$ cat config.mk
export PLATFORM = sky130hd
export DESIGN_NAME = scs_log_cell
export DESIGN_NICKNAME = d
export VERILOG_FILES = /design/src/rtl/scs_pkg.sv /design/src/rtl/scs_log_cell.sv
export SDC_FILE = /design/constraint.sdc
export NUM_CORES = 2
export LEC_CHECK = 0
export ABC_AREA = 1
export BUFFER_PORTS_ARGS = -buffer_cell sky130_fd_sc_hd__buf_2
export CAP_MARGIN = 5
export CORE_ASPECT_RATIO = 0.75
export CORE_UTILIZATION = 45
export CTS_CLUSTER_DIAMETER = 40
export DETAILED_ROUTE_END_ITERATION = 16
export PLACE_DENSITY = 0.66
export SYNTH_ARGS = -nofsm -noshare
export SYNTH_HDL_FRONTEND = slang
export SYNTH_SLANG_ARGS = --single-unit
export TNS_END_PERCENT = 30
$ cat constraint.sdc
create_clock -name clk -period 9.9 [get_ports clk]
set_input_delay 2.475 -clock clk [delete_from_list [all_inputs] [get_ports clk]]
set_output_delay 2.475 -clock clk [all_outputs]
set_load 0.01 [all_outputs]
$ cat src/rtl/scs_pkg.sv
// Shared types, constants and elaboration-time tables for the spectral cross-synthesis bin.
package scs_pkg;

  localparam int ANGLE_STEPS = 16;
  localparam int STEPS_USED  = (ANGLE_STEPS > 32) ? 32 : ANGLE_STEPS;

  localparam int POLAR_CELLS = 32;
  localparam int LOG_CELLS   = 24;
  localparam int EXP_CELLS   = 24;
  localparam int PIPE_DEPTH  = 3 + POLAR_CELLS + 2 + LOG_CELLS + 3 + EXP_CELLS + 2 + STEPS_USED;

  localparam int VEC_W = 36;
  localparam int ROT_W = 34;

  localparam int CFG_INDEX_W = 2;
  localparam int CFG_DATA_W  = 31;

  typedef enum logic [CFG_INDEX_W-1:0] {
    REG_INVERT_MODE      = 2'd0,
    REG_MAG_EXPONENT     = 2'd1,
    REG_DIVIDE_THRESHOLD = 2'd2
  } cfg_reg_t;

  localparam logic [30:0] THRESHOLD_DEFAULT = 31'd6554;
  localparam logic [30:0] THRESHOLD_RESET   = 31'd655;
  localparam logic [13:0] EXPONENT_RESET    = 14'd1024;

  localparam logic [31:0] ATAN_TURNS [0:31] = '{
    32'h20000000, 32'h12E4051E, 32'h09FB385B, 32'h051111D4, 32'h028B0D43,
    32'h0145D7E1, 32'h00A2F61E, 32'h00517C55, 32'h0028BE53, 32'h00145F2F,
    32'h000A2F98, 32'h000517CC, 32'h00028BE6, 32'h000145F3, 32'h0000A2FA,
    32'h0000517D, 32'h000028BE, 32'h0000145F, 32'h00000A30, 32'h00000518,
    32'h0000028C, 32'h00000146, 32'h000000A3, 32'h00000051, 32'h00000029,
    32'h00000014, 32'h0000000A, 32'h00000005, 32'h00000003, 32'h00000001,
    32'h00000001, 32'h00000000
  };

  typedef struct packed {
    logic signed [31:0] first_real;
    logic signed [31:0] first_imag;
    logic signed [31:0] second_real;
    logic signed [31:0] second_imag;
    logic               edge_bin;
  } in_item_t;

  typedef struct packed {
    logic signed [31:0] out_real;
    logic signed [31:0] out_imag;
    logic               saturated;
  } out_item_t;

  typedef struct packed {
    logic [63:0]             rem1;
    logic [63:0]             root1;
    logic [63:0]             rem2;
    logic [63:0]             root2;
    logic signed [VEC_W-1:0] x1;
    logic signed [VEC_W-1:0] y1;
    logic signed [VEC_W-1:0] x2;
    logic signed [VEC_W-1:0] y2;
    logic [31:0]             ang1;
    logic [31:0]             ang2;
    logic                    zero1;
    logic                    zero2;
  } polar_t;

  typedef struct packed {
    logic [30:0] m1;
    logic [30:0] m2;
    logic [23:0] frac1;
    logic [23:0] frac2;
    logic [4:0]  p1;
    logic [4:0]  p2;
    logic [31:0] phase;
    logic        zero;
  } log_t;

  typedef struct packed {
    logic [30:0] r;
    logic [23:0] f;
    logic [5:0]  sh;
    logic        sat;
    logic        under;
    logic        zero;
    logic [31:0] phase;
  } exp_t;

  typedef struct packed {
    logic signed [ROT_W-1:0] x;
    logic signed [ROT_W-1:0] y;
    logic signed [ROT_W-1:0] z;
    logic                    flip;
    logic                    sat;
  } rot_t;

  // Integer square root, used only to build constant tables.
  function automatic logic [63:0] isqrt64(input logic [63:0] v);
    logic [63:0] rem;
    logic [63:0] root;
    logic [63:0] bit_v;
    rem  = v;
    root = '0;
    for (int i = 31; i >= 0; i--) begin
      bit_v = 64'd1 << (2 * i);
      if (rem >= root + bit_v) begin
        rem  = rem - (root + bit_v);
        root = (root >> 1) + bit_v;
      end else begin
        root = root >> 1;
      end
    end
    return root;
  endfunction

  // Restoring long division, used only to build constant tables.
  function automatic logic [63:0] udiv64(input logic [63:0] num, input logic [63:0] den);
    logic [64:0] rem;
    logic [63:0] quo;
    rem = '0;
    quo = '0;
    for (int i = 63; i >= 0; i--) begin
      rem = {rem[63:0], num[i]};
      if (rem >= {1'b0, den}) begin
        rem    = rem - {1'b0, den};
        quo[i] = 1'b1;
      end
    end
    return quo;
  endfunction

  // Successive square roots of 2.0 in Q1.30 for the exp2 chain.
  function automatic logic [EXP_CELLS:1][30:0] exp_roots();
    logic [63:0]                c;
    logic [EXP_CELLS:1][30:0]   tab;
    c   = 64'd1 << 31;
    tab = '0;
    for (int k = 1; k <= EXP_CELLS; k++) begin
      c      = isqrt64(c << 30);
      tab[k] = c[30:0];
    end
    return tab;
  endfunction

  // Rotation gain compensation in Q.30 for the configured number of steps.
  function automatic logic [30:0] rot_gain();
    logic [63:0] g;
    logic [63:0] f;
    g = 64'd1 << 30;
    for (int k = 0; k < STEPS_USED; k++) begin
      f = 64'd1 << 60;
      if (2 * k <= 60) f = f + (64'd1 << (60 - 2 * k));
      g = udiv64(g << 30, isqrt64(f));
    end
    return g[30:0];
  endfunction

  localparam logic [EXP_CELLS:1][30:0] EXP_ROOTS = exp_roots();
  localparam logic [30:0]              ROT_GAIN  = rot_gain();

endpackage

$ cat src/rtl/scs_log_cell.sv
// One cell of the log2 chain: squares both mantissas and yields one fraction bit each.
module scs_log_cell import scs_pkg::*; (
  input  logic clk,
  input  logic en,
  input  log_t d_i,
  output log_t q_o
);

  log_t        q_nxt;
  log_t        q_r;
  logic [61:0] sq1;
  logic [61:0] sq2;

  always_comb begin
    q_nxt = d_i;
    sq1   = d_i.m1 * d_i.m1;
    sq2   = d_i.m2 * d_i.m2;
    if (sq1[61]) begin
      q_nxt.m1    = sq1[61:31];
      q_nxt.frac1 = {d_i.frac1[22:0], 1'b1};
    end else begin
      q_nxt.m1    = sq1[60:30];
      q_nxt.frac1 = {d_i.frac1[22:0], 1'b0};
    end
    if (sq2[61]) begin
      q_nxt.m2    = sq2[61:31];
      q_nxt.frac2 = {d_i.frac2[22:0], 1'b1};
    end else begin
      q_nxt.m2    = sq2[60:30];
      q_nxt.frac2 = {d_i.frac2[22:0], 1'b0};
    end
  end

  always_ff @(posedge clk) begin
    if (en) q_r <= q_nxt;
  end

  assign q_o = q_r;

endmodule

# ---- Word level (Yosys, flattened, before mapping)
# Cells that the tools add are included.
dict set report op_classes {
  mul 2
  mux 4
}
# cell count
set ops {}
lappend ops {{$mul 31x31->62} 2}
lappend ops {{$mux 30} 2}
lappend ops {{$mux 1} 2}
dict set report totals {
  regBits 153
  inputBits 155
  output_inout_bits 153
  wordCells 16
}

# ---- Depth between registers and ports, before layout
dict set report logic_depth {
  word_depth 2
  ltp_mapped 35
  mapped_depth_nobuf 32
}

# ---- Worst setup path before layout
# OpenSTA, ideal clock, no wires.
dict set report synth_timing {
  path_kind {input port to flip-flop}
  startpoint {input d_i[147] (netlist name)}
  endpoint {register q_r, in the netlist q_o[143], data pin}
  setup_ns 0.252
  t_arrival_ns 8.758
  required_time_ns 9.648
  slack_ns 0.890
  path_stages 30
  n_path_buf 3
  path_cell_list {clkbuf_1 buf_1 nand2_1 fa_1 fa_1 inv_1 fa_1 inv_1 fa_1 inv_1 fa_1 fa_1 fa_1 inv_1 fa_1 inv_1 ha_1 nand2_1 nand2_1 a21oi_1 nand2_1 nand2_1 nand2_1 a21oi_1 nand2_1 nand2_1 nand2_2 buf_4 nand2_1 nand2_1}
}
# element line
set synth_rtl {}
lappend synth_rtl {{start: declaration} scs_log_cell.sv:5} ;# input log_t d_i,
lappend synth_rtl {{end signal: assignment} scs_log_cell.sv:35} ;# if (en) q_r <= q_nxt;
lappend synth_rtl {{end: declaration} scs_log_cell.sv:10} ;# log_t q_r;

==> results_dict.tcl <==
set metrics [dict create \
    grt-ovfl-total 0 \
    routedWlPerCell_um 16.3 \
    initial_core_util_pct 45.6 \
    max_stage_delay_ps 570 \
    syn_area_um2 63300 \
    arrival_ps 9540 \
    largest_reg_flops 153 \
    routed_wl_um 161000 \
    avgSynthCellArea_um2 8.13 \
    yosys.cell_types.count 37 \
    mostFrequentLayoutCells "inv_1 (2,644), nand2_1 (2,086), fa_1 (1,494)" \
    ctsRootBufferMaster "clkbuf_16" \
    hpwlAfterDp_um 143000 \
    postSynth.asyncResetShare_pct 0 \
    drv_cap 0 \
    die_w_um 435 \
    rows 118 \
    worst_pin_slew_ps 888 \
    cts_buffers 17 \
    path_max_fanout 26 \
    grtUsageTotal_pct 23.7 \
    grt_pass1_vias 50291 \
    cp.depth 28 \
    fin_crit_sh_pct 94.8 \
    dr_total_vias 46919 \
    cts_tree "yes" \
    crit_type "in2reg" \
    yosysSeqAreaShare_pct 7.25 \
    die_y_um 327 \
    cts_max_path_buffers 2 \
    post_route_cells_drive_above_1_share_pct 5.93 \
    start_kind "primary input" \
    h-tree-depth 4 \
    synth.net_count 9975 \
    die-area_um2 142000 \
    final_common_cell "inv_1" \
    setup_viol 0 \
    ys_warn_count 0 \
    status "complete, no violations" \
    slew_violations 0 \
    hold_depth 1 \
    antenna_found_initial 2 \
    path_delay_family "adder cells" \
    hold_buffers 0 \
    hp-class "in2reg" \
    path_clk_slew_ps 80 \
    crit_buf_inv 7 \
    fp.coreArea_um2 139000 \
    crit_top_cell "nand2_1" \
    syn_inst 7792 \
    finalNonFillerCells 9905 \
    relSlewSlack_pct 40.8 \
    cts_resized 0 \
    slowest_stage "buf_2" \
    synth_flop_cell "edfxtp_1" \
    crit_required_ps 10050 \
    grt_max_degree 91 \
    end_kind "flip-flop" \
    postCtsSetupBuffers 0 \
    numPortBuffers 305 \
    min_period_ps 9390 \
    synthToLayoutAreaGrowth_pct 7.26 \
    tns_ps 0 \
    drc 0 \
    antenna_left 0 \
    synth_edf_count 153 \
    dp.cells 9872 \
    io_pins 308 \
    grt_pass1_wl_um 268000 \
    maxClockFrequency_ghz 0.107 \
    ys_seq_elements 153 \
    routed_via_density 4.74 \
    cts.sink_count 153 \
    first_pass_iters 6 \
    drt_iter0_drc 3355 \
    routabilityCongestion 0.932 \
    hold_viol_final 0 \
    nNetsFinal 10214 \
    rsz0062_at_grt "no" \
]
kinds of logic after synthesis:
kind of cell	after synthesis	share of synthesized area (%)
buffers and inverters	2847	17.0
and+or+nand+nor	2509	15.5
adders and majority gates	2028	57.8
AOI/OAI and AO/OA	194	1.70
DFF	153	7.25
xor gates and xnor gates	61	0.843
final timing paths:
check | from | to
max | d_i[102] | q_o[120]
min | d_i[74] | q_o[75]
through the flow:
step / hold WS, ps / cell area [um2] / setup slack [ps] / util [%]
after CTS: 2160 / 67900 / 529 / 49.0
after floorplan: 2570 / 63300 / 890 / -
after detailed placement: 2650 / 67300 / 51.7 / 48.5
after global placement: 2650 / 67300 / 111 / 48.5
after global routing: 2170 / 67900 / 105 / 49.0
final: 2190 / 67900 / 512 / 49.0
synth_stat cells, types with 2 or more instances:
cell	number	share of area (%)
a21boi_0	3	0.036
a21o_1	6	0.071
a21oi_1	119	0.94
a31o_2	4	0.055
and2_1	8	0.079
and3_1	5	0.049
buf_1	17	0.10
buf_2	2	0.016
buf_4	6	0.071
buf_6	6	0.11
clkbuf_1	171	1.0
edfxtp_1	153	7.3
fa_1	1494	47
ha_1	534	11
inv_1	2644	16
nand2_1	2086	12
nand2_2	6	0.059
nand3_1	130	1.0
nand3b_1	5	0.059
nand4_1	24	0.24
nor2_1	213	1.3
nor2_2	2	0.020
nor3_1	16	0.13
nor4_1	2	0.020
o21ai_0	34	0.27
o21bai_1	26	0.31
or2_2	7	0.069
xnor2_1	22	0.30
xor2_1	39	0.54
cell type report:
cell class | count | area (um2)
tap | 1860 | 2330
clock inverter | 14 | 170
multi-input combinational | 4792 | 48000
timing repair buffer | 422 | 2500
antenna | 1 | 2.50
sequential | 153 | 4590
inverter | 2645 | 9930
fill | 13431 | 70800
clock buffer | 18 | 429
routing by layer:
layer / global-route usage (%) / vias to the layer above / share of wire [%]
li1: - / 22247 / -
met1: 36.3 / 23129 / 48
met2: 36.4 / 1447 / 44
met3: 3.71 / 96 / 7.5
met4: 2.97 / 0 / 1.1
met5: 0 / - / 0
Power is not shown: default switching activity piles up to over one toggle a cycle in this logic, so the estimate is an artifact.
