**config.mk**
```make
export PLATFORM = sky130hd
export DESIGN_NAME = scs_exp_cell
export DESIGN_NICKNAME = d
export VERILOG_FILES = /design/src/rtl/scs_pkg.sv /design/src/rtl/scs_exp_cell.sv
export SDC_FILE = /design/constraint.sdc
export NUM_CORES = 2
export LEC_CHECK = 0
export ABC_CLOCK_PERIOD_IN_PS = 27900
export BUFFER_PORTS_ARGS = -buffer_cell sky130_fd_sc_hd__buf_4
export CAP_MARGIN = 20
export CORE_MARGIN = 2
export CORE_UTILIZATION = 45
export CTS_BUF_LIST = sky130_fd_sc_hd__clkbuf_8
export DETAILED_ROUTE_END_ITERATION = 12
export HOLD_SLACK_MARGIN = 0.12
export REMOVE_ABC_BUFFERS = 1
export SLEW_MARGIN = 20
export SYNTH_ARGS = -nofsm -noshare
export SYNTH_HDL_FRONTEND = slang
export SYNTH_SLANG_ARGS = --single-unit
export TNS_END_PERCENT = 30
```
**constraint.sdc**
```tcl
create_clock -name clk -period 27.9 [get_ports clk]
set_input_delay 4.185 -clock clk [delete_from_list [all_inputs] [get_ports clk]]
set_output_delay 4.185 -clock clk [all_outputs]
set_load 0.005 [all_outputs]
```
**src/rtl/scs_pkg.sv**
```systemverilog
// Shared types, constants and elaboration-time tables for the spectral cross-synthesis bin.
package scs_pkg;

  localparam int ANGLE_STEPS = 16;
  localparam int STEPS_USED  = (ANGLE_STEPS > 32) ? 32 : ANGLE_STEPS;

  localparam int POLAR_CELLS = 32;
  localparam int LOG_CELLS   = 24;
  localparam int EXP_CELLS   = 24;
  localparam int PIPE_DEPTH  = 3 + POLAR_CELLS + 2 + LOG_CELLS + 3 + EXP_CELLS + 2 + STEPS_USED;

  localparam int VEC_W = 36;
  localparam int ROT_W = 34;

  localparam int CFG_INDEX_W = 2;
  localparam int CFG_DATA_W  = 31;

  typedef enum logic [CFG_INDEX_W-1:0] {
    REG_INVERT_MODE      = 2'd0,
    REG_MAG_EXPONENT     = 2'd1,
    REG_DIVIDE_THRESHOLD = 2'd2
  } cfg_reg_t;

  localparam logic [30:0] THRESHOLD_DEFAULT = 31'd6554;
  localparam logic [30:0] THRESHOLD_RESET   = 31'd655;
  localparam logic [13:0] EXPONENT_RESET    = 14'd1024;

  localparam logic [31:0] ATAN_TURNS [0:31] = '{
    32'h20000000, 32'h12E4051E, 32'h09FB385B, 32'h051111D4, 32'h028B0D43,
    32'h0145D7E1, 32'h00A2F61E, 32'h00517C55, 32'h0028BE53, 32'h00145F2F,
    32'h000A2F98, 32'h000517CC, 32'h00028BE6, 32'h000145F3, 32'h0000A2FA,
    32'h0000517D, 32'h000028BE, 32'h0000145F, 32'h00000A30, 32'h00000518,
    32'h0000028C, 32'h00000146, 32'h000000A3, 32'h00000051, 32'h00000029,
    32'h00000014, 32'h0000000A, 32'h00000005, 32'h00000003, 32'h00000001,
    32'h00000001, 32'h00000000
  };

  typedef struct packed {
    logic signed [31:0] first_real;
    logic signed [31:0] first_imag;
    logic signed [31:0] second_real;
    logic signed [31:0] second_imag;
    logic               edge_bin;
  } in_item_t;

  typedef struct packed {
    logic signed [31:0] out_real;
    logic signed [31:0] out_imag;
    logic               saturated;
  } out_item_t;

  typedef struct packed {
    logic [63:0]             rem1;
    logic [63:0]             root1;
    logic [63:0]             rem2;
    logic [63:0]             root2;
    logic signed [VEC_W-1:0] x1;
    logic signed [VEC_W-1:0] y1;
    logic signed [VEC_W-1:0] x2;
    logic signed [VEC_W-1:0] y2;
    logic [31:0]             ang1;
    logic [31:0]             ang2;
    logic                    zero1;
    logic                    zero2;
  } polar_t;

  typedef struct packed {
    logic [30:0] m1;
    logic [30:0] m2;
    logic [23:0] frac1;
    logic [23:0] frac2;
    logic [4:0]  p1;
    logic [4:0]  p2;
    logic [31:0] phase;
    logic        zero;
  } log_t;

  typedef struct packed {
    logic [30:0] r;
    logic [23:0] f;
    logic [5:0]  sh;
    logic        sat;
    logic        under;
    logic        zero;
    logic [31:0] phase;
  } exp_t;

  typedef struct packed {
    logic signed [ROT_W-1:0] x;
    logic signed [ROT_W-1:0] y;
    logic signed [ROT_W-1:0] z;
    logic                    flip;
    logic                    sat;
  } rot_t;

  // Integer square root, used only to build constant tables.
  function automatic logic [63:0] isqrt64(input logic [63:0] v);
    logic [63:0] rem;
    logic [63:0] root;
    logic [63:0] bit_v;
    rem  = v;
    root = '0;
    for (int i = 31; i >= 0; i--) begin
      bit_v = 64'd1 << (2 * i);
      if (rem >= root + bit_v) begin
        rem  = rem - (root + bit_v);
        root = (root >> 1) + bit_v;
      end else begin
        root = root >> 1;
      end
    end
    return root;
  endfunction

  // Restoring long division, used only to build constant tables.
  function automatic logic [63:0] udiv64(input logic [63:0] num, input logic [63:0] den);
    logic [64:0] rem;
    logic [63:0] quo;
    rem = '0;
    quo = '0;
    for (int i = 63; i >= 0; i--) begin
      rem = {rem[63:0], num[i]};
      if (rem >= {1'b0, den}) begin
        rem    = rem - {1'b0, den};
        quo[i] = 1'b1;
      end
    end
    return quo;
  endfunction

  // Successive square roots of 2.0 in Q1.30 for the exp2 chain.
  function automatic logic [EXP_CELLS:1][30:0] exp_roots();
    logic [63:0]                c;
    logic [EXP_CELLS:1][30:0]   tab;
    c   = 64'd1 << 31;
    tab = '0;
    for (int k = 1; k <= EXP_CELLS; k++) begin
      c      = isqrt64(c << 30);
      tab[k] = c[30:0];
    end
    return tab;
  endfunction

  // Rotation gain compensation in Q.30 for the configured number of steps.
  function automatic logic [30:0] rot_gain();
    logic [63:0] g;
    logic [63:0] f;
    g = 64'd1 << 30;
    for (int k = 0; k < STEPS_USED; k++) begin
      f = 64'd1 << 60;
      if (2 * k <= 60) f = f + (64'd1 << (60 - 2 * k));
      g = udiv64(g << 30, isqrt64(f));
    end
    return g[30:0];
  endfunction

  localparam logic [EXP_CELLS:1][30:0] EXP_ROOTS = exp_roots();
  localparam logic [30:0]              ROT_GAIN  = rot_gain();

endpackage

```
**src/rtl/scs_exp_cell.sv**
```systemverilog
// One cell of the exp2 chain: multiplies by a root of two when its fraction bit is set.
module scs_exp_cell import scs_pkg::*; (
  input  logic       clk,
  input  logic       en,
  input  logic [4:0] step,
  input  exp_t       d_i,
  output exp_t       q_o
);

  exp_t        q_nxt;
  exp_t        q_r;
  logic [61:0] prod;
  logic [4:0]  bit_idx;

  always_comb begin
    q_nxt   = d_i;
    prod    = d_i.r * EXP_ROOTS[step];
    bit_idx = 5'(EXP_CELLS) - step;
    if (d_i.f[bit_idx]) q_nxt.r = prod[60:30];
  end

  always_ff @(posedge clk) begin
    if (en) q_r <= q_nxt;
  end

  assign q_o = q_r;

endmodule

```
# --- Word-level counts from Yosys, hierarchy flattened ---
# Memory sizes are Yosys's and may differ from the RTL's.
# Index checks and enable logic that the tools add are counted.
totals:
  reg_bits: 96
  latchBits: 0
  ram_bits: 0
  rom_bits: 992
  input_bits: 103
  output_inout_bits: 96
  n_memories: 1
classes:
  addsub: 1
  multipliers: 1
  n_div: 0
  magnitude_cmp: 2
  n_eq_ne: 0
  n_shift: 0
  mux: 4
  bitwise: 0
  reduce_logical: 0
memory_table:
  columns: ["memory", "words", "width", "read_ports", "rd_ports_with_merged_regs", "wr", "line", "rtl"]
  rows:
  - ["(name not given)", 32, 31, 1, 0, 0, "scs_exp_cell.sv:17", "prod = d_i.r * EXP_ROOTS[step];"]
op_table:
  columns: ["cell", "count"]
  rows:
  - ["$mux 31", 2]
  - ["$mul 31x31->61", 1]
  - ["$lt 5x6->1 const B", 2]
  - ["$bmux 1 s5", 1]
  - ["$sub 5x5->5 const A", 1]
  - ["$mux 1", 1]

# --- Logic depth before layout (Yosys ltp) ---
logic_depth:
  ltp_word: 4
  mapped_depth: 36
  mapped_depth_nobuf: 32

# --- Least setup slack after synthesis ---
# OpenSTA, ideal clock, no wires.
synth_path:
  path_type: "input port to flip-flop"
  startpoint: "input port step[0]"
  endpoint: "register q_r (netlist bit q_o[84]) (data pin)"
  setup_time_ns: 0.266
  arrival_time_ns: 12.423
  slack_ns: 15.212
  stages: 32
  cell_sequence: "buf_2 > inv_1 > ha_1 > clkbuf_1 > or2_2 > o21ai_0 > nand2_1 > o21ai_0 > o21ai_0 > clkbuf_1 > and2_1 > fa_1 > fa_1 > inv_1 > fa_1 > fa_1 > inv_1 > fa_1 > fa_1 > fa_1 > fa_1 > ha_1 > clkbuf_1 > nand3_1 > nor2_1 > nand3_1 > or3_1 > o211ai_2 > a41oi_1 > o21ai_2 > a2111oi_0 > or3b_1"
synth_lines:
  columns: ["element", "line", "rtl"]
  rows:
  - ["start, declared", "scs_exp_cell.sv:5", "input logic [4:0] step,"]
  - ["end signal, assigned", "scs_exp_cell.sv:23", "if (en) q_r <= q_nxt;"]
  - ["end, declared", "scs_exp_cell.sv:11", "exp_t q_r;"]

==> reports/qor.yml <==
clock_tree:
  clockRootBuffer: "sky130_fd_sc_hd__clkbuf_8"
  cts-resized-gates: 0
  post_cts_setup_buffer_count: 0
  cts_buffer_depth: 2
  cts-buffers-inserted: 9
  cts.clk_slew.worst_paths_ns: 0.11
  postCtsHoldBufs: 0
  h-tree-depth: 3
  cts_tree: "done"
  clock_sinks: 96
routing:
  drt_pre_antenna_iters: 5
  post-route-drc-count: 0
  antenna_violating_nets_post_route: 0
  wl_per_cell_um: 22.7
  drt_first_iter_violations: 1728
  routed-via-count: 24898
  finalWirelength_um: 104000
  avgViaCountPerCell: 5.46
global_routing:
  global_route_wire_length_before_repair_um: 163000
  groute.layer.met3.usage_pct: 3.61
  global_route.peak_usage_layer: "met2"
  first_global_vias: 27259
  antenna_violations_before_repair: 8
  overflow: 0
  grt_max_degree: 66
  met2_use_gr_pct: 48.4
  globalRouteMet1Util_pct: 36.8
  grtUsageTotal_pct: 27.8
synth:
  syn_area_mm2: 0.0340
  synth_enable_flop_cells: 96
  postSynthAreaPerCell_um2: 9.56
  synth_commonest_cells: "sky130_fd_sc_hd__fa_1 (805), sky130_fd_sc_hd__inv_1 (739), sky130_fd_sc_hd__nand2_1 (475)"
  synth_largest_type_area_fraction_pct: 47.4
  yosys.cell_types.count: 67
  synth_seq_area_share_pct: 8.47
  synth.area.top_cells: "sky130_fd_sc_hd__fa_1 (47%), sky130_fd_sc_hd__ha_1 (11%), sky130_fd_sc_hd__edfxtp_1 (8.5%)"
  synthMostInstantiatedCell: "sky130_fd_sc_hd__fa_1"
  synth_seq_cells: 96
  synth-warning-count: 0
  synthesized_instance_count: 3557
  synth_largest_area_cell: "sky130_fd_sc_hd__fa_1"
  synthArstFlopShare_pct: 0
  synth-main-ff-cell: "sky130_fd_sc_hd__edfxtp_1"
placed_design:
  hpwl_after_detailed_placement_um: 75200
  post_dp_cell_area_mm2: 0.0364
  globalplace.congestion: 0.951
  port_buffers: 198
final_layout:
  multi_input_gate_area_mm2: 0.0278
  nNetsFinal: 4781
  area.sequential_mm2: 0.00288
  flip_flop_count_of_the_largest_register_all_copies_and_words_added: 96
  num-fill-cells: 7110
  layout-drive-gt1-share_pct: 8.38
  flow.area_growth_from_synthesis_pct: 7.56
  post-route-cell-area_mm2: 0.0366
setup_path:
  path_class: "primary input to flip-flop"
  cp_slowest_cell: "sky130_fd_sc_hd__o21ai_2"
  cp_data_required_time_ns: 28.07
  path_max_fanout: 18
  endpoint_arrival_time_on_the_critical_path_ns: 13.98
  timing.critical_path.mode_cell: "sky130_fd_sc_hd__fa_1"
  startpoint: "step[0]"
  critPathLaunchType: "primary input"
  critical_path.max_stage_delay_ns: 0.66
  cp-endpoint: "q_o[84]"
  timing.critical_path.to_type: "flip-flop"
run_status:
  status: "complete, no violations"
min_path:
  min_path_type: "primary input to flip-flop"
sta:
  fmax_ghz: 0.0724
  unrepaired_setup_endpoints_after_global_routing: "false"
  timing.final.hold_violations: 0
  finalWorstPathRequiredPeriod_ns: 13.81
  setup_viol: 0
  maxSlewHeadroom_pct: 30.9
  finalMaxSlewViolations: 0
  fin_setup_tns_ns: 0
  worst_slew_pin_slew_ns: 1.04
  period_share_pct: 49.5
floorplan:
  core_region_area_mm2: 0.0747
  die_width_um: 279
  initial_core_util_pct: 45.5
  design.portCount: 199
  die_height_um: 279
  die-area_mm2: 0.0778
  placementRows: 100
job:
  maxCapViolCount: 0
==> metal layers <==
| metal | up-vias | part of all wire, % |
|---|---|---|
| met5 | - | 0 |
| met4 | 0 | 2.8 |
| met3 | 180 | 6.5 |
| met2 | 936 | 50 |
| met1 | 13065 | 41 |
| li1 | 10717 | - |
==> per-stage QoR <==
stage,worst slack [ns],hold WS (ns),utilization (%),std cells
CTS,14.13,3.90,49.0,4560
global route,13.49,3.89,49.0,4560
floorplan,14.05,4.28,-,3341
global placement,13.70,4.36,48.7,4543
finish,14.09,3.94,49.0,4561
detailed placement,13.66,4.36,48.7,4544
==> final cells by class <==
type,count,area share (%)
Timing Repair Buffer,234,4.82
Clock buffer,9,0.339
Sequential cell,96,7.88
Clock inverter,7,0.209
Multi-Input combinational cell,2506,75.9
Inverter,739,7.58
Antenna cell,1,0.00684
Tap cell,969,3.31
==> cell usage in the layout (no fill, tap or decap), types with 5 or more instances in the layout <==
cell,synthesis,final
sky130_fd_sc_hd__o21ai_0,44,41
sky130_fd_sc_hd__o21a_1,14,14
sky130_fd_sc_hd__o21bai_1,10,10
sky130_fd_sc_hd__mux4_2,7,7
sky130_fd_sc_hd__inv_1,739,739
sky130_fd_sc_hd__nor3_1,14,12
sky130_fd_sc_hd__a21o_1,27,27
sky130_fd_sc_hd__mux2i_1,6,6
sky130_fd_sc_hd__nor3b_1,5,5
sky130_fd_sc_hd__xor2_1,14,14
sky130_fd_sc_hd__nand4_1,13,13
sky130_fd_sc_hd__fa_1,805,805
sky130_fd_sc_hd__and2_1,419,419
sky130_fd_sc_hd__buf_4,0,233
sky130_fd_sc_hd__clkbuf_8,0,9
sky130_fd_sc_hd__nand2_1,475,475
sky130_fd_sc_hd__a211oi_4,0,5
sky130_fd_sc_hd__o21ai_1,9,9
sky130_fd_sc_hd__nand2b_1,7,7
sky130_fd_sc_hd__nand3_1,14,14
sky130_fd_sc_hd__o211ai_1,6,6
sky130_fd_sc_hd__a31oi_1,12,11
sky130_fd_sc_hd__ha_1,287,287
sky130_fd_sc_hd__o31ai_1,7,7
sky130_fd_sc_hd__and3_1,68,68
sky130_fd_sc_hd__a21oi_1,69,67
sky130_fd_sc_hd__nor2_1,45,40
sky130_fd_sc_hd__edfxtp_1,96,96
sky130_fd_sc_hd__nor2b_1,35,35
sky130_fd_sc_hd__a211oi_1,11,6
sky130_fd_sc_hd__xnor2_1,17,17
==> kinds of logic after synthesis <==
family,after synthesis,share of synthesized area [%]
buffers and inverters,955,10.6
muxes,16,0.739
AOI/OAI and AO/OA,252,4.83
adders and majority gates,1092,57.9
DFF,96,8.47
and+or+nand+nor,1115,16.7
xor gates and xnor gates,31,0.798
==> worst min path at each step <==
stage,startpoint,to,slack [ns],depth (start not counted)
floorplan,d_i[0],q_o[0],4.28,0
global placement,d_i[20],q_o[20],4.36,1
detailed placement,d_i[23],q_o[23],4.36,1
CTS,d_i[37],q_o[37],3.90,1
global route,d_i[1],q_o[1],3.89,1
finish,d_i[37],q_o[37],3.94,1
==> critical path: cells and delay by family <==
kind	cells	cell delay, ns
fa+ha+maj	10	4.95
buf+inv	5	0.92
simple gates	8	1.98
compound gates	7	1.92
Power is left out: the tool's default activity adds up to more than one toggle a clock period on the data nets, which glitch-free logic cannot reach.
