File: src/rtl/scs_pkg.sv
// Shared types, constants and elaboration-time tables for the spectral cross-synthesis bin.
package scs_pkg;

  localparam int ANGLE_STEPS = 16;
  localparam int STEPS_USED  = (ANGLE_STEPS > 32) ? 32 : ANGLE_STEPS;

  localparam int POLAR_CELLS = 32;
  localparam int LOG_CELLS   = 24;
  localparam int EXP_CELLS   = 24;
  localparam int PIPE_DEPTH  = 3 + POLAR_CELLS + 2 + LOG_CELLS + 3 + EXP_CELLS + 2 + STEPS_USED;

  localparam int VEC_W = 36;
  localparam int ROT_W = 34;

  localparam int CFG_INDEX_W = 2;
  localparam int CFG_DATA_W  = 31;

  typedef enum logic [CFG_INDEX_W-1:0] {
    REG_INVERT_MODE      = 2'd0,
    REG_MAG_EXPONENT     = 2'd1,
    REG_DIVIDE_THRESHOLD = 2'd2
  } cfg_reg_t;

  localparam logic [30:0] THRESHOLD_DEFAULT = 31'd6554;
  localparam logic [30:0] THRESHOLD_RESET   = 31'd655;
  localparam logic [13:0] EXPONENT_RESET    = 14'd1024;

  localparam logic [31:0] ATAN_TURNS [0:31] = '{
    32'h20000000, 32'h12E4051E, 32'h09FB385B, 32'h051111D4, 32'h028B0D43,
    32'h0145D7E1, 32'h00A2F61E, 32'h00517C55, 32'h0028BE53, 32'h00145F2F,
    32'h000A2F98, 32'h000517CC, 32'h00028BE6, 32'h000145F3, 32'h0000A2FA,
    32'h0000517D, 32'h000028BE, 32'h0000145F, 32'h00000A30, 32'h00000518,
    32'h0000028C, 32'h00000146, 32'h000000A3, 32'h00000051, 32'h00000029,
    32'h00000014, 32'h0000000A, 32'h00000005, 32'h00000003, 32'h00000001,
    32'h00000001, 32'h00000000
  };

  typedef struct packed {
    logic signed [31:0] first_real;
    logic signed [31:0] first_imag;
    logic signed [31:0] second_real;
    logic signed [31:0] second_imag;
    logic               edge_bin;
  } in_item_t;

  typedef struct packed {
    logic signed [31:0] out_real;
    logic signed [31:0] out_imag;
    logic               saturated;
  } out_item_t;

  typedef struct packed {
    logic [63:0]             rem1;
    logic [63:0]             root1;
    logic [63:0]             rem2;
    logic [63:0]             root2;
    logic signed [VEC_W-1:0] x1;
    logic signed [VEC_W-1:0] y1;
    logic signed [VEC_W-1:0] x2;
    logic signed [VEC_W-1:0] y2;
    logic [31:0]             ang1;
    logic [31:0]             ang2;
    logic                    zero1;
    logic                    zero2;
  } polar_t;

  typedef struct packed {
    logic [30:0] m1;
    logic [30:0] m2;
    logic [23:0] frac1;
    logic [23:0] frac2;
    logic [4:0]  p1;
    logic [4:0]  p2;
    logic [31:0] phase;
    logic        zero;
  } log_t;

  typedef struct packed {
    logic [30:0] r;
    logic [23:0] f;
    logic [5:0]  sh;
    logic        sat;
    logic        under;
    logic        zero;
    logic [31:0] phase;
  } exp_t;

  typedef struct packed {
    logic signed [ROT_W-1:0] x;
    logic signed [ROT_W-1:0] y;
    logic signed [ROT_W-1:0] z;
    logic                    flip;
    logic                    sat;
  } rot_t;

  // Integer square root, used only to build constant tables.
  function automatic logic [63:0] isqrt64(input logic [63:0] v);
    logic [63:0] rem;
    logic [63:0] root;
    logic [63:0] bit_v;
    rem  = v;
    root = '0;
    for (int i = 31; i >= 0; i--) begin
      bit_v = 64'd1 << (2 * i);
      if (rem >= root + bit_v) begin
        rem  = rem - (root + bit_v);
        root = (root >> 1) + bit_v;
      end else begin
        root = root >> 1;
      end
    end
    return root;
  endfunction

  // Restoring long division, used only to build constant tables.
  function automatic logic [63:0] udiv64(input logic [63:0] num, input logic [63:0] den);
    logic [64:0] rem;
    logic [63:0] quo;
    rem = '0;
    quo = '0;
    for (int i = 63; i >= 0; i--) begin
      rem = {rem[63:0], num[i]};
      if (rem >= {1'b0, den}) begin
        rem    = rem - {1'b0, den};
        quo[i] = 1'b1;
      end
    end
    return quo;
  endfunction

  // Successive square roots of 2.0 in Q1.30 for the exp2 chain.
  function automatic logic [EXP_CELLS:1][30:0] exp_roots();
    logic [63:0]                c;
    logic [EXP_CELLS:1][30:0]   tab;
    c   = 64'd1 << 31;
    tab = '0;
    for (int k = 1; k <= EXP_CELLS; k++) begin
      c      = isqrt64(c << 30);
      tab[k] = c[30:0];
    end
    return tab;
  endfunction

  // Rotation gain compensation in Q.30 for the configured number of steps.
  function automatic logic [30:0] rot_gain();
    logic [63:0] g;
    logic [63:0] f;
    g = 64'd1 << 30;
    for (int k = 0; k < STEPS_USED; k++) begin
      f = 64'd1 << 60;
      if (2 * k <= 60) f = f + (64'd1 << (60 - 2 * k));
      g = udiv64(g << 30, isqrt64(f));
    end
    return g[30:0];
  endfunction

  localparam logic [EXP_CELLS:1][30:0] EXP_ROOTS = exp_roots();
  localparam logic [30:0]              ROT_GAIN  = rot_gain();

endpackage

File: src/rtl/scs_rot_cell.sv
// One cell of the output rotation chain: one CORDIC rotation toward the target phase.
module scs_rot_cell import scs_pkg::*; (
  input  logic       clk,
  input  logic       en,
  input  logic [4:0] step,
  input  rot_t       d_i,
  output rot_t       q_o
);

  rot_t                    q_nxt;
  rot_t                    q_r;
  logic signed [ROT_W-1:0] xs;
  logic signed [ROT_W-1:0] ys;
  logic signed [ROT_W-1:0] at;

  always_comb begin
    q_nxt = d_i;
    xs    = d_i.x >>> step;
    ys    = d_i.y >>> step;
    at    = $signed({2'b00, ATAN_TURNS[step]});
    if (!d_i.z[ROT_W-1]) begin
      q_nxt.x = d_i.x - ys;
      q_nxt.y = d_i.y + xs;
      q_nxt.z = d_i.z - at;
    end else begin
      q_nxt.x = d_i.x + ys;
      q_nxt.y = d_i.y - xs;
      q_nxt.z = d_i.z + at;
    end
  end

  always_ff @(posedge clk) begin
    if (en) q_r <= q_nxt;
  end

  assign q_o = q_r;

endmodule

File: config.mk
export PLATFORM = sky130hd
export DESIGN_NAME = scs_rot_cell
export DESIGN_NICKNAME = d
export VERILOG_FILES = /design/src/rtl/scs_pkg.sv /design/src/rtl/scs_rot_cell.sv
export SDC_FILE = /design/constraint.sdc
export NUM_CORES = 1
export LEC_CHECK = 0
export ABC_AREA = 1
export BUFFER_PORTS_ARGS = -buffer_cell sky130_fd_sc_hd__buf_4
export CORE_ASPECT_RATIO = 0.7
export CORE_UTILIZATION = 54
export DETAILED_ROUTE_END_ITERATION = 8
export PLACE_DENSITY = 0.79
export RECOVER_POWER = 25
export SLEW_MARGIN = 40
export SYNTH_ARGS = -nofsm -noshare
export SYNTH_HDL_FRONTEND = slang
export SYNTH_SLANG_ARGS = --single-unit
export TNS_END_PERCENT = 10
File: constraint.sdc
create_clock -name clk -period 4.4 [get_ports clk]
set_clock_uncertainty 0.15 [all_clocks]
set_input_delay 0.66 -clock clk [delete_from_list [all_inputs] [get_ports clk]]
set_output_delay 0.66 -clock clk [all_outputs]
set_load 0.01 [all_outputs]
==> summary.txt, run 1 <==
Outcome
  – Status: stopped before the end
  – Last stage reached: global routing
  – First Err: [ERROR GRT-0232] Routing congestion too high. Check the congestion heatmap in the GUI.

GRT
  – Overall Global Routing Usage: 0.866
  – Grt ovf: 487
  – Largest net degree at the start of global routing: 61

Clocking
  – H-tree depth: 3
  – Clock sink count: 104
  – Clk buf depth: 2
  – Root Driver: clkbuf_16
  – Num CTS Buffers: 9

Synth
  – Mapped Nets: roughly 2700
  – Post-synth cell types: 50
  – Count leader, synth: nand2_1
  – Yosys Warn Count: 0
  – Synthesized area per cell: ~6.3 sq um
  – Seq cells post-synth: between 100 and 150
  – Post-synth ARST share: 0
  – Seq/Total Area, Yosys: 0.205
  – Main area contributors after synthesis: edfxtp_1, nand2_1, nand3_1
  – Share of the synthesized area in the top cell type: 0.205
  – Main synth FF type: edfxtp_1
  – Mapped Area: between 15000 and 20000 sq um
  – Post-synth EDFFs: between 100 and 150
  – Top cells by count, synth: nand2_1, nand3_1, nor2_1, inv_1, a21oi_1
  – Mapped Cells: 2434
  – Synth area leader: edfxtp_1

Place
  – Placed insts: about 3600
  – Dpl ws: -0.819 ns
  – Gpl congestion: 1.05
  – Count of input and output buffers: 214
  – DP HPWL: roughly 54 mm

Die
  – Die X-Extent: 203 microns
  – # rows: between 50 and 60
  – Initial Utilization: 0.549
  – IO Pins: around 220
  – Die H: about 140 microns

STA
  – Worst setup endpoint GRT: q_o[34]$_DFFE_PP_/D
  – Kind of the worst endpoint: register input
[routing by layer]
layer,overflow,track usage
met1,19,0.833
met2,265,1.01
met3,21,0.749
met4,180,0.935
met5,2,0.423
[cells by family after synthesis]
group,Yosys count,synth area share
flops,104,0.205
buf+inv,290,0.0794
xor+xnor,174,0.100
compound gates,312,0.115
simple gates,1441,0.406
fa+ha+maj,113,0.0942
[per-stage QoR]
stage	hold slack (ns)	util	cell area [sq um]
after CTS	0.315	0.822	22800
after detailed placement	0.696	0.793	22000
after global placement	0.691	0.793	22000
after floorplan	0.609	-	15300
[timing repair]
item	CTS
pin swaps	25
gates cloned	1
resized for setup	89
setup buffers	16
endpoints found under the setup margin	53
hold buffers	0
==> run 2: changes to the inputs <==
Settings changed: CORE_ASPECT_RATIO 0.7 to default, CORE_UTILIZATION 54 to 40, PLACE_DENSITY 0.79 to default, PLACE_DENSITY_LB_ADDON from default to 0.15.
Clock period 4.4 ns to 5.7 ns, I/O delays scaled along.
==> run 2 against run 1 <==
- the flow now finishes, with violations (max-capacitance violations, max-slew violations)
- synthesized cell count stayed put
- area after synthesis is the same
==> summary.txt, run 2 <==
STA
  – Fin Setup TNS: 0 ns
  – Worst Tran Pin Value: between 3 and 4 ns
  – Pins Over Slew Limit: 63
  – Minimum clock period: ~5.3 ns
  – Slack of the critical path: between 0.3 and 0.4 ns
  – Slew margin rel.: -1.28
  – Count of final setup violators: 0
  – Final Cycle Share: 0.935
  – RSZ-0062 raised after global routing: no
  – Final Hold Fails: 0
  – Max Clock Freq: roughly 0.19 GHz

Power and ir drop
  – Comb power frac: 0.575
  – LEAKAGE: just under 9 nW
  – P_int: ~0.0025 W
  – Sequential group share of total power: 0.276
  – Worst VDD drop: between 0.00015 and 0.0002 V
  – NetSw: about 0.0019 W
  – Clock share of power: 0.149
  – Power Density: 249 nW/um^2
  – Sw frac: 0.439

Synth
  – Share of the synthesized area in the top cell type: 0.205 (unchanged)
  – Count leader, synth: nand2_1 (unchanged)
  – Adder-Cell Fraction of Synth Area: 0.0942 (unchanged)
  – Seq/Total Area, Yosys: 0.205 (unchanged)
  – Post-synth ARST share: 0 (unchanged)
  – Synth area leader: edfxtp_1 (unchanged)
  – Mapped Area: 15200 sq um (unchanged)
  – Main area contributors after synthesis: edfxtp_1, nand2_1, nand3_1 (unchanged)
  – Seq cells post-synth: 104 (unchanged)
  – Largest family of logic cells by synthesized area: simple AND/OR/NAND/NOR gates (unchanged)
  – Mapped Nets: 2658 (unchanged)
  – Compound-gate portion of the synthesized area: 0.115 (unchanged)
  – Post-synth cell types: 50 (unchanged)
  – Mapped Cells: 2434 (unchanged)
  – Top cells by count, synth: nand2_1, nand3_1, nor2_1, inv_1, a21oi_1 (unchanged)
  – Yosys Warn Count: 0 (unchanged)
  – Post-synth EDFFs: 104 (unchanged)
  – Synthesized area per cell: 6.26 sq um (unchanged)
  – Mux share of post-synthesis cell area: 0 (unchanged)
  – Simple-Gate Fraction of Synth Area: 0.406 (unchanged)
  – Synth Area in XOR/XNOR: 0.100 (unchanged)
  – Main synth FF type: edfxtp_1 (unchanged)

Job
  – Max-Cap Viols: 1

Clocking
  – TritonCTS clock tree: done
  – Root Driver: clkbuf_16 (unchanged)
  – Post-CTS Setup Bufs: 0 (was 16)
  – Num CTS Buffers: 9 (unchanged)
  – Clock sink count: 104 (unchanged)
  – Clk buf depth: 2 (unchanged)
  – Post-CTS Hold Buffers: 0 (unchanged)
  – H-tree depth: 3 (unchanged)
  – Clock Pin Slew Worst Setup and Hold Paths: roughly 0.070 ns
  – Post-CTS sizing: 0 (was 89)

Die
  – Die X-Extent: 197 microns (was 203 microns)
  – Core box area: 37600 sq um
  – Initial Utilization: 0.406 (was 0.549)
  – Die H: 197 microns (was 143 microns)
  – IO Pins: 215 (unchanged)
  – # rows: 71 (was 51)
  – Die area: slightly below 40000 sq um

Setup path
  – Slowest Stage Delay on Critical Path: approximately 0.46 ns
  – Worst path top cell family by delay: simple AND/OR/NAND/NOR gates
  – Critical path class: input pin to flop
  – CP endpoint kind: flop
  – Setup crit start kind: input pin
  – Most used cell, CP: nand2_1
  – Buf+Inv Stages, Crit Path: 3
  – Required @ worst endpoint: ~5.7 ns
  – CP Data Arrival Time: roughly 5.3 ns
  – Crit-path slowest cell: ha_1
  – CP max FO: 11

Routing
  – Detailed Route WL: 55.9 mm
  – Avg Vias per Cell: approximately 5.4
  – Final ANT Viol Nets: 0
  – DRT Pass-1 Iters: 6
  – Average wire per standard cell: 17.9 microns
  – DRC: 0
  – 1st-iter DRT viols: approximately 1500
  – Vias: about 17000

Final layout
  – Filler instances: 3998
  – Area grow syn2layout: 15.6%
  – Number of nets in the layout: 2832
  – Max FFs per register: about 100
  – Most frequent cells in the layout: nand2_1, nand3_1, buf_4
  – Layout cells sized above 1: 0.121
  – Most common cell after layout, fill and taps aside: nand2_1
  – Ant diodes: 0

Outcome
  – Failing checks: max-capacitance violations, max-slew violations
  – Status: finished, violations left (was stopped before the end)

GRT
  – Vias in the first global route: 15782
  – Overall Global Routing Usage: 0.284
  – Largest net degree at the start of global routing: 75
  – First-pass GRT wire length: between 80 and 90 mm
  – Initial antenna violation count: 0
  – Grt ovf: 0

Place
  – Gpl congestion: 0.985 (was 1.05)
  – Count of input and output buffers: 214 (unchanged)
  – DP HPWL: 46.1 mm (was 53.7 mm)
  – Dpl ws: 0.0933 ns (was -0.819 ns)

Worst hold path
  – Hold Crit Class: input pin to flop
-- run 2: cell counts after synthesis --
No cell type changed its count.
-- run 2: through the flow --
| step | total power, W | instance area, sq um | cells | hold slack [ns] | utilization |
|---|---|---|---|---|---|
| final | 0.00439 | 17600 | 3124 | 0.513 | 0.469 |
| after floorplan | 0.00285 | 15200 | 2434 | 0.804 | - |
| after detailed placement | 0.00374 | 17400 | 3108 | 0.889 | 0.463 |
| after CTS | 0.00443 | 17700 | 3124 | 0.465 | 0.470 |
| after global routing | 0.00472 | 17600 | 3124 | 0.495 | 0.469 |
| after global placement | 0.00375 | 17400 | 3108 | 0.886 | 0.463 |
-- run 2: cells by family (layout without fill, tap and decap cells) --
group                    Yosys count  after routing
XOR/XNOR                         174            174
adder cells (fa/ha/maj)          113            113
AO/OA/AOI/OAI                    312            312
AND/OR/NAND/NOR                 1441           1441
buffers and inverters            290            469
flip-flops                       104            104
-- run 2: layout make-up --
cell class / instances / area (sq um) / share of cell area
multi-input combinational: 2040 / 10900 / 0.619
sequential: 104 / 3120 / 0.177
timing repair buffer: 249 / 1880 / 0.107
inverter: 204 / 768 / 0.0436
tap: 511 / 639 / 0.0363
clock buffer: 9 / 225 / 0.0128
clock inverter: 7 / 70.1 / 0.00398
-- run 2: worst paths after layout --
| check | startpoint | end | slack [ns] | cells past startpoint |
|---|---|---|---|---|
| max | step[0] | q_o[32] | 0.37 | 26 |
| min | d_i[1] | q_o[1] | 0.51 | 1 |
-- run 2: metal layers --
metal	global-route usage	up-vias	share of wire
met4	0.0899	0	0.023
met5	0	-	0
met2	0.445	599	0.43
li1	-	8471	-
met3	0.0381	53	0.065
met1	0.401	7801	0.48
-- run 2: power groups by stage --
| stage | registers (W) | clock network, W | logic (W) |
|---|---|---|---|
| 2_1_floorplan | 0.00134 | 0 | 0.00151 |
| 3_3_place_gp | 0.00123 | 0 | 0.00252 |
| 3_5_place_dp | 0.00123 | 0 | 0.00251 |
| 4_1_cts | 0.00122 | 0.000683 | 0.00253 |
| 5_1_grt | 0.00123 | 0.000703 | 0.00279 |
| 6_report | 0.00121 | 0.000653 | 0.00253 |
(Power assumes the default switching activity.)
