**config.mk**
```make
export PLATFORM = sky130hd
export DESIGN_NAME = scs_polar_cell
export DESIGN_NICKNAME = d
export VERILOG_FILES = /design/src/rtl/scs_pkg.sv /design/src/rtl/scs_polar_cell.sv
export SDC_FILE = /design/constraint.sdc
export NUM_CORES = 2
export LEC_CHECK = 0
export BUFFER_PORTS_ARGS = -buffer_cell sky130_fd_sc_hd__buf_2
export CAP_MARGIN = 20
export CORE_UTILIZATION = 50
export CTS_CLUSTER_SIZE = 8
export DETAILED_ROUTE_END_ITERATION = 10
export PLACE_DENSITY_LB_ADDON = 0.25
export SLEW_MARGIN = 15
export SYNTH_ARGS = -nofsm -noshare
export SYNTH_HDL_FRONTEND = slang
export SYNTH_SLANG_ARGS = --single-unit
export TNS_END_PERCENT = 100
```
**constraint.sdc**
```tcl
create_clock -name clk -period 13.35 [get_ports clk]
set_input_delay 0.6675 -clock clk [delete_from_list [all_inputs] [get_ports clk]]
set_output_delay 0.6675 -clock clk [all_outputs]
set_load 0.05 [all_outputs]
```
**src/rtl/scs_pkg.sv**
```systemverilog
// Shared types, constants and elaboration-time tables for the spectral cross-synthesis bin.
package scs_pkg;

  localparam int ANGLE_STEPS = 16;
  localparam int STEPS_USED  = (ANGLE_STEPS > 32) ? 32 : ANGLE_STEPS;

  localparam int POLAR_CELLS = 32;
  localparam int LOG_CELLS   = 24;
  localparam int EXP_CELLS   = 24;
  localparam int PIPE_DEPTH  = 3 + POLAR_CELLS + 2 + LOG_CELLS + 3 + EXP_CELLS + 2 + STEPS_USED;

  localparam int VEC_W = 36;
  localparam int ROT_W = 34;

  localparam int CFG_INDEX_W = 2;
  localparam int CFG_DATA_W  = 31;

  typedef enum logic [CFG_INDEX_W-1:0] {
    REG_INVERT_MODE      = 2'd0,
    REG_MAG_EXPONENT     = 2'd1,
    REG_DIVIDE_THRESHOLD = 2'd2
  } cfg_reg_t;

  localparam logic [30:0] THRESHOLD_DEFAULT = 31'd6554;
  localparam logic [30:0] THRESHOLD_RESET   = 31'd655;
  localparam logic [13:0] EXPONENT_RESET    = 14'd1024;

  localparam logic [31:0] ATAN_TURNS [0:31] = '{
    32'h20000000, 32'h12E4051E, 32'h09FB385B, 32'h051111D4, 32'h028B0D43,
    32'h0145D7E1, 32'h00A2F61E, 32'h00517C55, 32'h0028BE53, 32'h00145F2F,
    32'h000A2F98, 32'h000517CC, 32'h00028BE6, 32'h000145F3, 32'h0000A2FA,
    32'h0000517D, 32'h000028BE, 32'h0000145F, 32'h00000A30, 32'h00000518,
    32'h0000028C, 32'h00000146, 32'h000000A3, 32'h00000051, 32'h00000029,
    32'h00000014, 32'h0000000A, 32'h00000005, 32'h00000003, 32'h00000001,
    32'h00000001, 32'h00000000
  };

  typedef struct packed {
    logic signed [31:0] first_real;
    logic signed [31:0] first_imag;
    logic signed [31:0] second_real;
    logic signed [31:0] second_imag;
    logic               edge_bin;
  } in_item_t;

  typedef struct packed {
    logic signed [31:0] out_real;
    logic signed [31:0] out_imag;
    logic               saturated;
  } out_item_t;

  typedef struct packed {
    logic [63:0]             rem1;
    logic [63:0]             root1;
    logic [63:0]             rem2;
    logic [63:0]             root2;
    logic signed [VEC_W-1:0] x1;
    logic signed [VEC_W-1:0] y1;
    logic signed [VEC_W-1:0] x2;
    logic signed [VEC_W-1:0] y2;
    logic [31:0]             ang1;
    logic [31:0]             ang2;
    logic                    zero1;
    logic                    zero2;
  } polar_t;

  typedef struct packed {
    logic [30:0] m1;
    logic [30:0] m2;
    logic [23:0] frac1;
    logic [23:0] frac2;
    logic [4:0]  p1;
    logic [4:0]  p2;
    logic [31:0] phase;
    logic        zero;
  } log_t;

  typedef struct packed {
    logic [30:0] r;
    logic [23:0] f;
    logic [5:0]  sh;
    logic        sat;
    logic        under;
    logic        zero;
    logic [31:0] phase;
  } exp_t;

  typedef struct packed {
    logic signed [ROT_W-1:0] x;
    logic signed [ROT_W-1:0] y;
    logic signed [ROT_W-1:0] z;
    logic                    flip;
    logic                    sat;
  } rot_t;

  // Integer square root, used only to build constant tables.
  function automatic logic [63:0] isqrt64(input logic [63:0] v);
    logic [63:0] rem;
    logic [63:0] root;
    logic [63:0] bit_v;
    rem  = v;
    root = '0;
    for (int i = 31; i >= 0; i--) begin
      bit_v = 64'd1 << (2 * i);
      if (rem >= root + bit_v) begin
        rem  = rem - (root + bit_v);
        root = (root >> 1) + bit_v;
      end else begin
        root = root >> 1;
      end
    end
    return root;
  endfunction

  // Restoring long division, used only to build constant tables.
  function automatic logic [63:0] udiv64(input logic [63:0] num, input logic [63:0] den);
    logic [64:0] rem;
    logic [63:0] quo;
    rem = '0;
    quo = '0;
    for (int i = 63; i >= 0; i--) begin
      rem = {rem[63:0], num[i]};
      if (rem >= {1'b0, den}) begin
        rem    = rem - {1'b0, den};
        quo[i] = 1'b1;
      end
    end
    return quo;
  endfunction

  // Successive square roots of 2.0 in Q1.30 for the exp2 chain.
  function automatic logic [EXP_CELLS:1][30:0] exp_roots();
    logic [63:0]                c;
    logic [EXP_CELLS:1][30:0]   tab;
    c   = 64'd1 << 31;
    tab = '0;
    for (int k = 1; k <= EXP_CELLS; k++) begin
      c      = isqrt64(c << 30);
      tab[k] = c[30:0];
    end
    return tab;
  endfunction

  // Rotation gain compensation in Q.30 for the configured number of steps.
  function automatic logic [30:0] rot_gain();
    logic [63:0] g;
    logic [63:0] f;
    g = 64'd1 << 30;
    for (int k = 0; k < STEPS_USED; k++) begin
      f = 64'd1 << 60;
      if (2 * k <= 60) f = f + (64'd1 << (60 - 2 * k));
      g = udiv64(g << 30, isqrt64(f));
    end
    return g[30:0];
  endfunction

  localparam logic [EXP_CELLS:1][30:0] EXP_ROOTS = exp_roots();
  localparam logic [30:0]              ROT_GAIN  = rot_gain();

endpackage

```
**src/rtl/scs_polar_cell.sv**
```systemverilog
// Polar cell: square-root digit for both inputs; vectoring rotation if step < STEPS_USED.
module scs_polar_cell import scs_pkg::*; (
  input  logic       clk,
  input  logic       en,
  input  logic [4:0] step,
  input  polar_t     d_i,
  output polar_t     q_o
);

  polar_t                  q_nxt;
  polar_t                  q_r;
  logic [5:0]              sq_sh;
  logic [63:0]             bit_v;
  logic [63:0]             try1;
  logic [63:0]             try2;
  logic signed [VEC_W-1:0] xs1;
  logic signed [VEC_W-1:0] ys1;
  logic signed [VEC_W-1:0] xs2;
  logic signed [VEC_W-1:0] ys2;

  always_comb begin
    q_nxt = d_i;
    sq_sh = 6'd62 - {step, 1'b0};
    bit_v = 64'd1 << sq_sh;
    try1  = d_i.root1 + bit_v;
    try2  = d_i.root2 + bit_v;
    if (d_i.rem1 >= try1) begin
      q_nxt.rem1  = d_i.rem1 - try1;
      q_nxt.root1 = (d_i.root1 >> 1) + bit_v;
    end else begin
      q_nxt.root1 = d_i.root1 >> 1;
    end
    if (d_i.rem2 >= try2) begin
      q_nxt.rem2  = d_i.rem2 - try2;
      q_nxt.root2 = (d_i.root2 >> 1) + bit_v;
    end else begin
      q_nxt.root2 = d_i.root2 >> 1;
    end

    xs1 = d_i.x1 >>> step;
    ys1 = d_i.y1 >>> step;
    xs2 = d_i.x2 >>> step;
    ys2 = d_i.y2 >>> step;
    if (int'(step) < STEPS_USED) begin
      // Drive the imaginary part toward zero; a zero imaginary part stops the angle.
      if (!d_i.y1[VEC_W-1] && (d_i.y1 != '0)) begin
        q_nxt.x1   = d_i.x1 + ys1;
        q_nxt.y1   = d_i.y1 - xs1;
        q_nxt.ang1 = d_i.ang1 + ATAN_TURNS[step];
      end else if (d_i.y1[VEC_W-1]) begin
        q_nxt.x1   = d_i.x1 - ys1;
        q_nxt.y1   = d_i.y1 + xs1;
        q_nxt.ang1 = d_i.ang1 - ATAN_TURNS[step];
      end
      if (!d_i.y2[VEC_W-1] && (d_i.y2 != '0)) begin
        q_nxt.x2   = d_i.x2 + ys2;
        q_nxt.y2   = d_i.y2 - xs2;
        q_nxt.ang2 = d_i.ang2 + ATAN_TURNS[step];
      end else if (d_i.y2[VEC_W-1]) begin
        q_nxt.x2   = d_i.x2 - ys2;
        q_nxt.y2   = d_i.y2 + xs2;
        q_nxt.ang2 = d_i.ang2 - ATAN_TURNS[step];
      end
    end
  end

  always_ff @(posedge clk) begin
    if (en) q_r <= q_nxt;
  end

  assign q_o = q_r;

endmodule

```
# == Word level (Yosys, flattened, before mapping) ==
# Memories as Yosys holds them, arrays and structs flattened.
# Cells that the tools add are included.
# word_totals
ff_bits,466
output_inout_bits,466
mem_bits_rw,0
mem_count,1
in_bits,473
elab_cells,65
latch_bits,0
romBits,1024
# memory_table
memory,depth,width,rd,rd_ports_with_merged_regs,write_ports,line_no,rtl
(no name shown),32,32,1,0,0,scs_polar_cell.sv:62,q_nxt.ang2 = d_i.ang2 - ATAN_TURNS[step];
# op_classes
n_reduce_logical,6
magnitude_cmp,4
n_div,0
n_bitwise,1
n_eq_ne,0
shifts,5
mul,0
muxes,15
n_addsub,19
# ops
op,count
2-to-1 mux 72 bit,4
2-to-1 mux 208 bit,1
2-to-1 mux 32 bit,6
adder 36 bit,4
>>> shifter 36 x 5 -> 36 bit,4
subtractor 36 bit,4
adder 63 x 64 -> 64 bit,2
adder 64 bit,2
greater-or-equal comparator 64 bit,2
2-to-1 mux 64 bit,2
subtractor 64 bit,2
2-to-1 mux 63 bit,2
nonzero test 36 bit,2
adder 32 bit,2
"left shift 1 x 6 -> 64 bit, first input constant",1
subtractor 32 bit,2
"greater-or-equal comparator 6 bit, second input constant",1
inverter 5 -> 6 bit,1
"subtractor 6 bit, first input constant",1
"< comparator 5 bit, second input constant",1
logical AND 1 bit,2
logical NOT 1 bit,2

# == Longest topological paths before layout ==
# logic_depth
ltp_word,8
depth_mapped,39
mapped_depth_nobuf,30

# == Least setup slack after synthesis ==
# No wires, ideal clock.
# synth_path
path_kind,input port to flip-flop
start,in step[0]
end,"reg q_r (netlist bit q_o[338]), data pin"
required_ns,13.090
t_arrival_ns,7.876
setup_ns,0.260
stages,34
path_buffers,9
setup_slack_ns,5.214
cell_sequence,clkbuf_1 > clkbuf_1 > inv_1 > clkbuf_1 > clkbuf_1 > ha_1 > clkbuf_1 > buf_1 > nand2_1 > nor2_1 > ha_1 > a21oi_1 > a21oi_1 > a31oi_1 > nand3_1 > o21a_1 > a311o_1 > a31oi_1 > o41ai_2 > a31oi_1 > inv_1 > a21oi_1 > xor2_1 > ha_1 > clkbuf_1 > a21o_1 > a21o_1 > a21oi_1 > o21ai_0 > a21o_1 > a221oi_2 > buf_2 > buf_2 > mux2_2
# synth_lines
item,line_no,rtl
start: declaration,scs_polar_cell.sv:5,"input logic [4:0] step,"
end signal: assignment,scs_polar_cell.sv:68,if (en) q_r <= q_nxt;
end: declaration,scs_polar_cell.sv:11,polar_t q_r;

==> impl_metrics.sql <==
INSERT INTO impl_metrics (metric_group, metric, value, unit) VALUES
('die', 'core', '129600', 'sq um'),
('final_layout', 'num-nets-final', '10160', ''),
('place', 'dp.cells', '10700', ''),
('cts', 'clock-sinks', '466', ''),
('run', 'cap_viol_max_count', '0', ''),
('power', 'peakVddDrop', '0.1016', 'mV'),
('global_routing', 'first_global_vias', '64490', ''),
('place', 'dpl.hpwl', '231.7', 'mm'),
('place', 'finalWeightedCongestion', '1.035', ''),
('place', 'placement.cell_area', '70900', 'sq um'),
('cts', 'max_clock_buf_depth', '3', ''),
('setup_path', 'critPathMaxFanout', '83', ''),
('final_layout', 'drive_gt1_share', '14.74', '%'),
('drt', 'drt-pass1-iter-count', '8', ''),
('power', 'power.leakage', '31.58', 'nW'),
('drt', 'routedWlPerCell', '26.94', 'microns'),
('synth', 'synthCells', '8472', ''),
('outcome', 'run_status', 'completed', ''),
('min_path', 'timing.hold.worst_endpoint', 'q_o[1]', ''),
('cts', 'cts_post_setup_buffers_inserted', '0', ''),
('cts', 'cts_htree_levels', '3', ''),
('timing', 'post-route-period-util', '65.15', '%'),
('setup_path', 'critPathSlowestCell', 'sky130_fd_sc_hd__nor2_1', ''),
('cts', 'tritoncts_buffers', '70', ''),
('drt', 'vias', '69950', ''),
('synth', 'avgSynthCellArea', '7.727', 'sq um'),
('setup_path', 'worst-endpoint-arrival', '9140', 'ps'),
('die', 'ioPinCount', '939', ''),
('power', 'total_power_after_layout', '0.007678', 'W'),
('setup_path', 'most_used_cell_along_the_critical_path', 'sky130_fd_sc_hd__a21oi_1', ''),
('setup_path', 'end_kind', 'flop', ''),
('global_routing', 'antenna_violations_before_repair', '97', ''),
('drt', 'drt_first_iter_violations', '8154', ''),
('final_layout', 'total_non_filler_cell_area_in_the_finished_layout', '72980', 'sq um'),
('timing', 'fin_setup_tns', '0', 'ps'),
('final_layout', 'finalNonFillerCells', '10860', ''),
('synth', 'synthFlopType', 'sky130_fd_sc_hd__edfxtp_1', ''),
('drt', 'post-route-drc-count', '0', ''),
('drt', 'antenna_left', '0', ''),
('die', 'initial_core_util', '50.49', '%'),
('synth', 'synth_enable_flop_cells', '466', ''),
('die', 'fp.dieW', '363.8', 'microns'),
('synth', 'seq_area_frac_synth', '21.38', '%'),
('timing', 'hold_violations', '0', ''),
('drt', 'via_density_per_instance', '6.443', ''),
('synth', 'ys_warn_count', '0', ''),
('global_routing', 'globalRoute.totalOverflow', '0', ''),
('cts', 'postCtsHoldBufs', '0', ''),
('setup_path', 'worst_setup_path_start_kind', 'input pin', ''),
('setup_path', 'crit_path_max_incr_delay', '840', 'ps'),
('global_routing', 'global_route_wire_length_before_repair', '419.1', 'mm'),
('min_path', 'worstHoldPathCells', '1', ''),
('min_path', 'min-delay-path-class', 'input pin to flop', ''),
('timing', 'rsz0062_at_grt', 'no', ''),
('timing', 'worst_slew_pin_slew', '1211', 'ps'),
('timing', 'final_period_minus_worst_setup_slack', '8698', 'ps'),
('die', 'die_h', '363.8', 'microns'),
('timing', 'fin_worst_hold_slack', '155.2', 'ps'),
('cts', 'cts.clk_slew.worst_paths', '50', 'ps'),
('synth', 'asyncSetResetFlopFracSynth', '0', '%'),
('drt', 'totalWireLength', '292.5', 'mm'),
('global_routing', 'grt_util_all_layers', '42.07', '%'),
('cts', 'cts_tree', 'built', ''),
('cts', 'cts_root_buf', 'sky130_fd_sc_hd__clkbuf_16', ''),
('final_layout', 'largest_reg_flops', '466', ''),
('setup_path', 'critical_path_required', '13790', 'ps'),
('cts', 'cts_resized', '0', ''),
('timing', 'fmax', '115.0', 'MHz'),
('timing', 'setup_violations', '0', ''),
('final_layout', 'fill_count', '12500', ''),
('synth', 'postSynthNetCount', '9596', ''),
('synth', 'synth_seq_cells', '466', ''),
('final_layout', 'area_growth_syn_to_layout', '11.49', '%'),
('power', 'power.density', '105.2', 'nW/um^2'),
('min_path', 'holdCritStartpoint', 'd_i[1]', ''),
('global_routing', 'grt_max_degree', '122', ''),
('setup_path', 'setup.worst_path.class', 'input pin to flop', ''),
('timing', 'max_slew_margin', '19.05', '%'),
('timing', 'slew_viol_final', '0', ''),
('die', 'die-area', '132400', 'sq um'),
('die', 'row_count', '132', ''),
('synth', 'synth_cell_type_count', '110', ''),
('place', 'port-buffer-count', '938', ''),
('synth', 'post_synth_instance_area', '65460', 'sq um');
==> power breakdown <==
group	total [W]	leakage, nW	switching, W	internal (W)
Combinational	0.00402	26.1	0.00276	0.00126
Sequential	0.00199	4.55	0.000116	0.00187
Clock	0.00167	0.934	0.000729	0.000940
==> placed cells by master, fill, tap and decap left out, types with 49 or more instances in the layout <==
cell type / count
sky130_fd_sc_hd__a211oi_1: 81
sky130_fd_sc_hd__a21o_1: 181
sky130_fd_sc_hd__a21oi_1: 680
sky130_fd_sc_hd__a22o_1: 53
sky130_fd_sc_hd__a22oi_1: 71
sky130_fd_sc_hd__a31oi_1: 144
sky130_fd_sc_hd__and3_1: 66
sky130_fd_sc_hd__buf_2: 932
sky130_fd_sc_hd__buf_4: 67
sky130_fd_sc_hd__clkbuf_16: 70
sky130_fd_sc_hd__diode_2: 66
sky130_fd_sc_hd__edfxtp_1: 466
sky130_fd_sc_hd__ha_1: 637
sky130_fd_sc_hd__inv_1: 467
sky130_fd_sc_hd__mux2_2: 58
sky130_fd_sc_hd__mux2i_1: 152
sky130_fd_sc_hd__mux4_2: 68
sky130_fd_sc_hd__nand2_1: 1048
sky130_fd_sc_hd__nand2b_1: 88
sky130_fd_sc_hd__nand3_1: 136
sky130_fd_sc_hd__nand4_1: 91
sky130_fd_sc_hd__nor2_1: 788
sky130_fd_sc_hd__nor2b_1: 104
sky130_fd_sc_hd__nor3_1: 148
sky130_fd_sc_hd__nor4_1: 49
sky130_fd_sc_hd__o21a_1: 116
sky130_fd_sc_hd__o21ai_0: 648
sky130_fd_sc_hd__o21bai_1: 140
sky130_fd_sc_hd__o221ai_1: 55
sky130_fd_sc_hd__o31ai_1: 72
sky130_fd_sc_hd__xnor2_1: 390
sky130_fd_sc_hd__xor2_1: 221
==> stage by stage <==
step	util (%)	setup WS [ps]
final	56.29	4652
after global routing	56.24	4160
after global placement	54.68	4421
after floorplan	-	5214
after detailed placement	54.69	4209
after CTS	56.16	4957
==> layout make-up <==
cell class / count / area [sq um] / area share, %
multi-input combinational: 7013 / 47700 / 65.36
sequential: 466 / 13990 / 19.17
timing repair buffer: 1005 / 5244 / 7.185
tap: 1742 / 2180 / 2.987
inverter: 475 / 1790 / 2.453
clock buffer: 78 / 1782 / 2.441
antenna: 66 / 165.2 / 0.2263
clock inverter: 11 / 123.9 / 0.1697
==> worst max path at each step <==
stage / startpoint / slack [ps] / endpoint
final: step[2] / 4650 / q_o[391]
after global routing: step[1] / 4160 / q_o[391]
after CTS: step[1] / 4960 / q_o[391]
after global placement: step[1] / 4420 / q_o[391]
after detailed placement: step[1] / 4210 / q_o[391]
after floorplan: step[0] / 5210 / q_o[338]
==> logic make-up (layout without fill, tap and decap cells) <==
logic type | count (synthesis) | in the layout | synth area share [%]
buffers and inverters | 993 | 1569 | 5.872
AND/OR/NAND/NOR | 2713 | 2713 | 18.63
XOR/XNOR | 612 | 612 | 8.200
flip-flops | 466 | 466 | 21.38
other | 0 | 66 | 0
AO/OA/AOI/OAI | 2745 | 2745 | 27.43
adder cells (fa/ha/maj) | 664 | 664 | 12.80
multiplexers | 279 | 279 | 5.684
==> per-layer routing <==
metal  global-route usage, %  part of all wire [%]  up-vias
li1                        -                     -    32090
met1                   49.62                    37    33070
met2                   64.79                    44     3786
met3                   11.21                    10      943
met4                   33.03                   8.4       70
met5                       0                  0.16        -
==> cells in the mapped netlist (all sizes together), types with 116 or more instances <==
master | number | area, sq um
edfxtp | 466 | 13990
inv | 473 | 1775
xnor2 | 391 | 3432
nand3 | 136 | 680.7
xor2 | 221 | 1936
a21oi | 684 | 3431
nor2 | 796 | 2990
o21ai | 663 | 3322
clkbuf | 404 | 1516
mux2i | 152 | 1521
o21bai | 141 | 1062
o21a | 116 | 870.8
ha | 637 | 7970
nor3 | 150 | 750.7
a21o | 182 | 1366
a31oi | 146 | 925.9
nand2 | 1048 | 3934
==> critical path, delay by kind of cell <==
kind / cells / cell delay (ps)
AO/OA/AOI/OAI: 15 / 3450
XOR/XNOR: 2 / 310
AND/OR/NAND/NOR: 4 / 1890
buffers and inverters: 5 / 1910
adder cells (fa/ha/maj): 2 / 750
No activity file was read; power rests on OpenSTA's default activity.
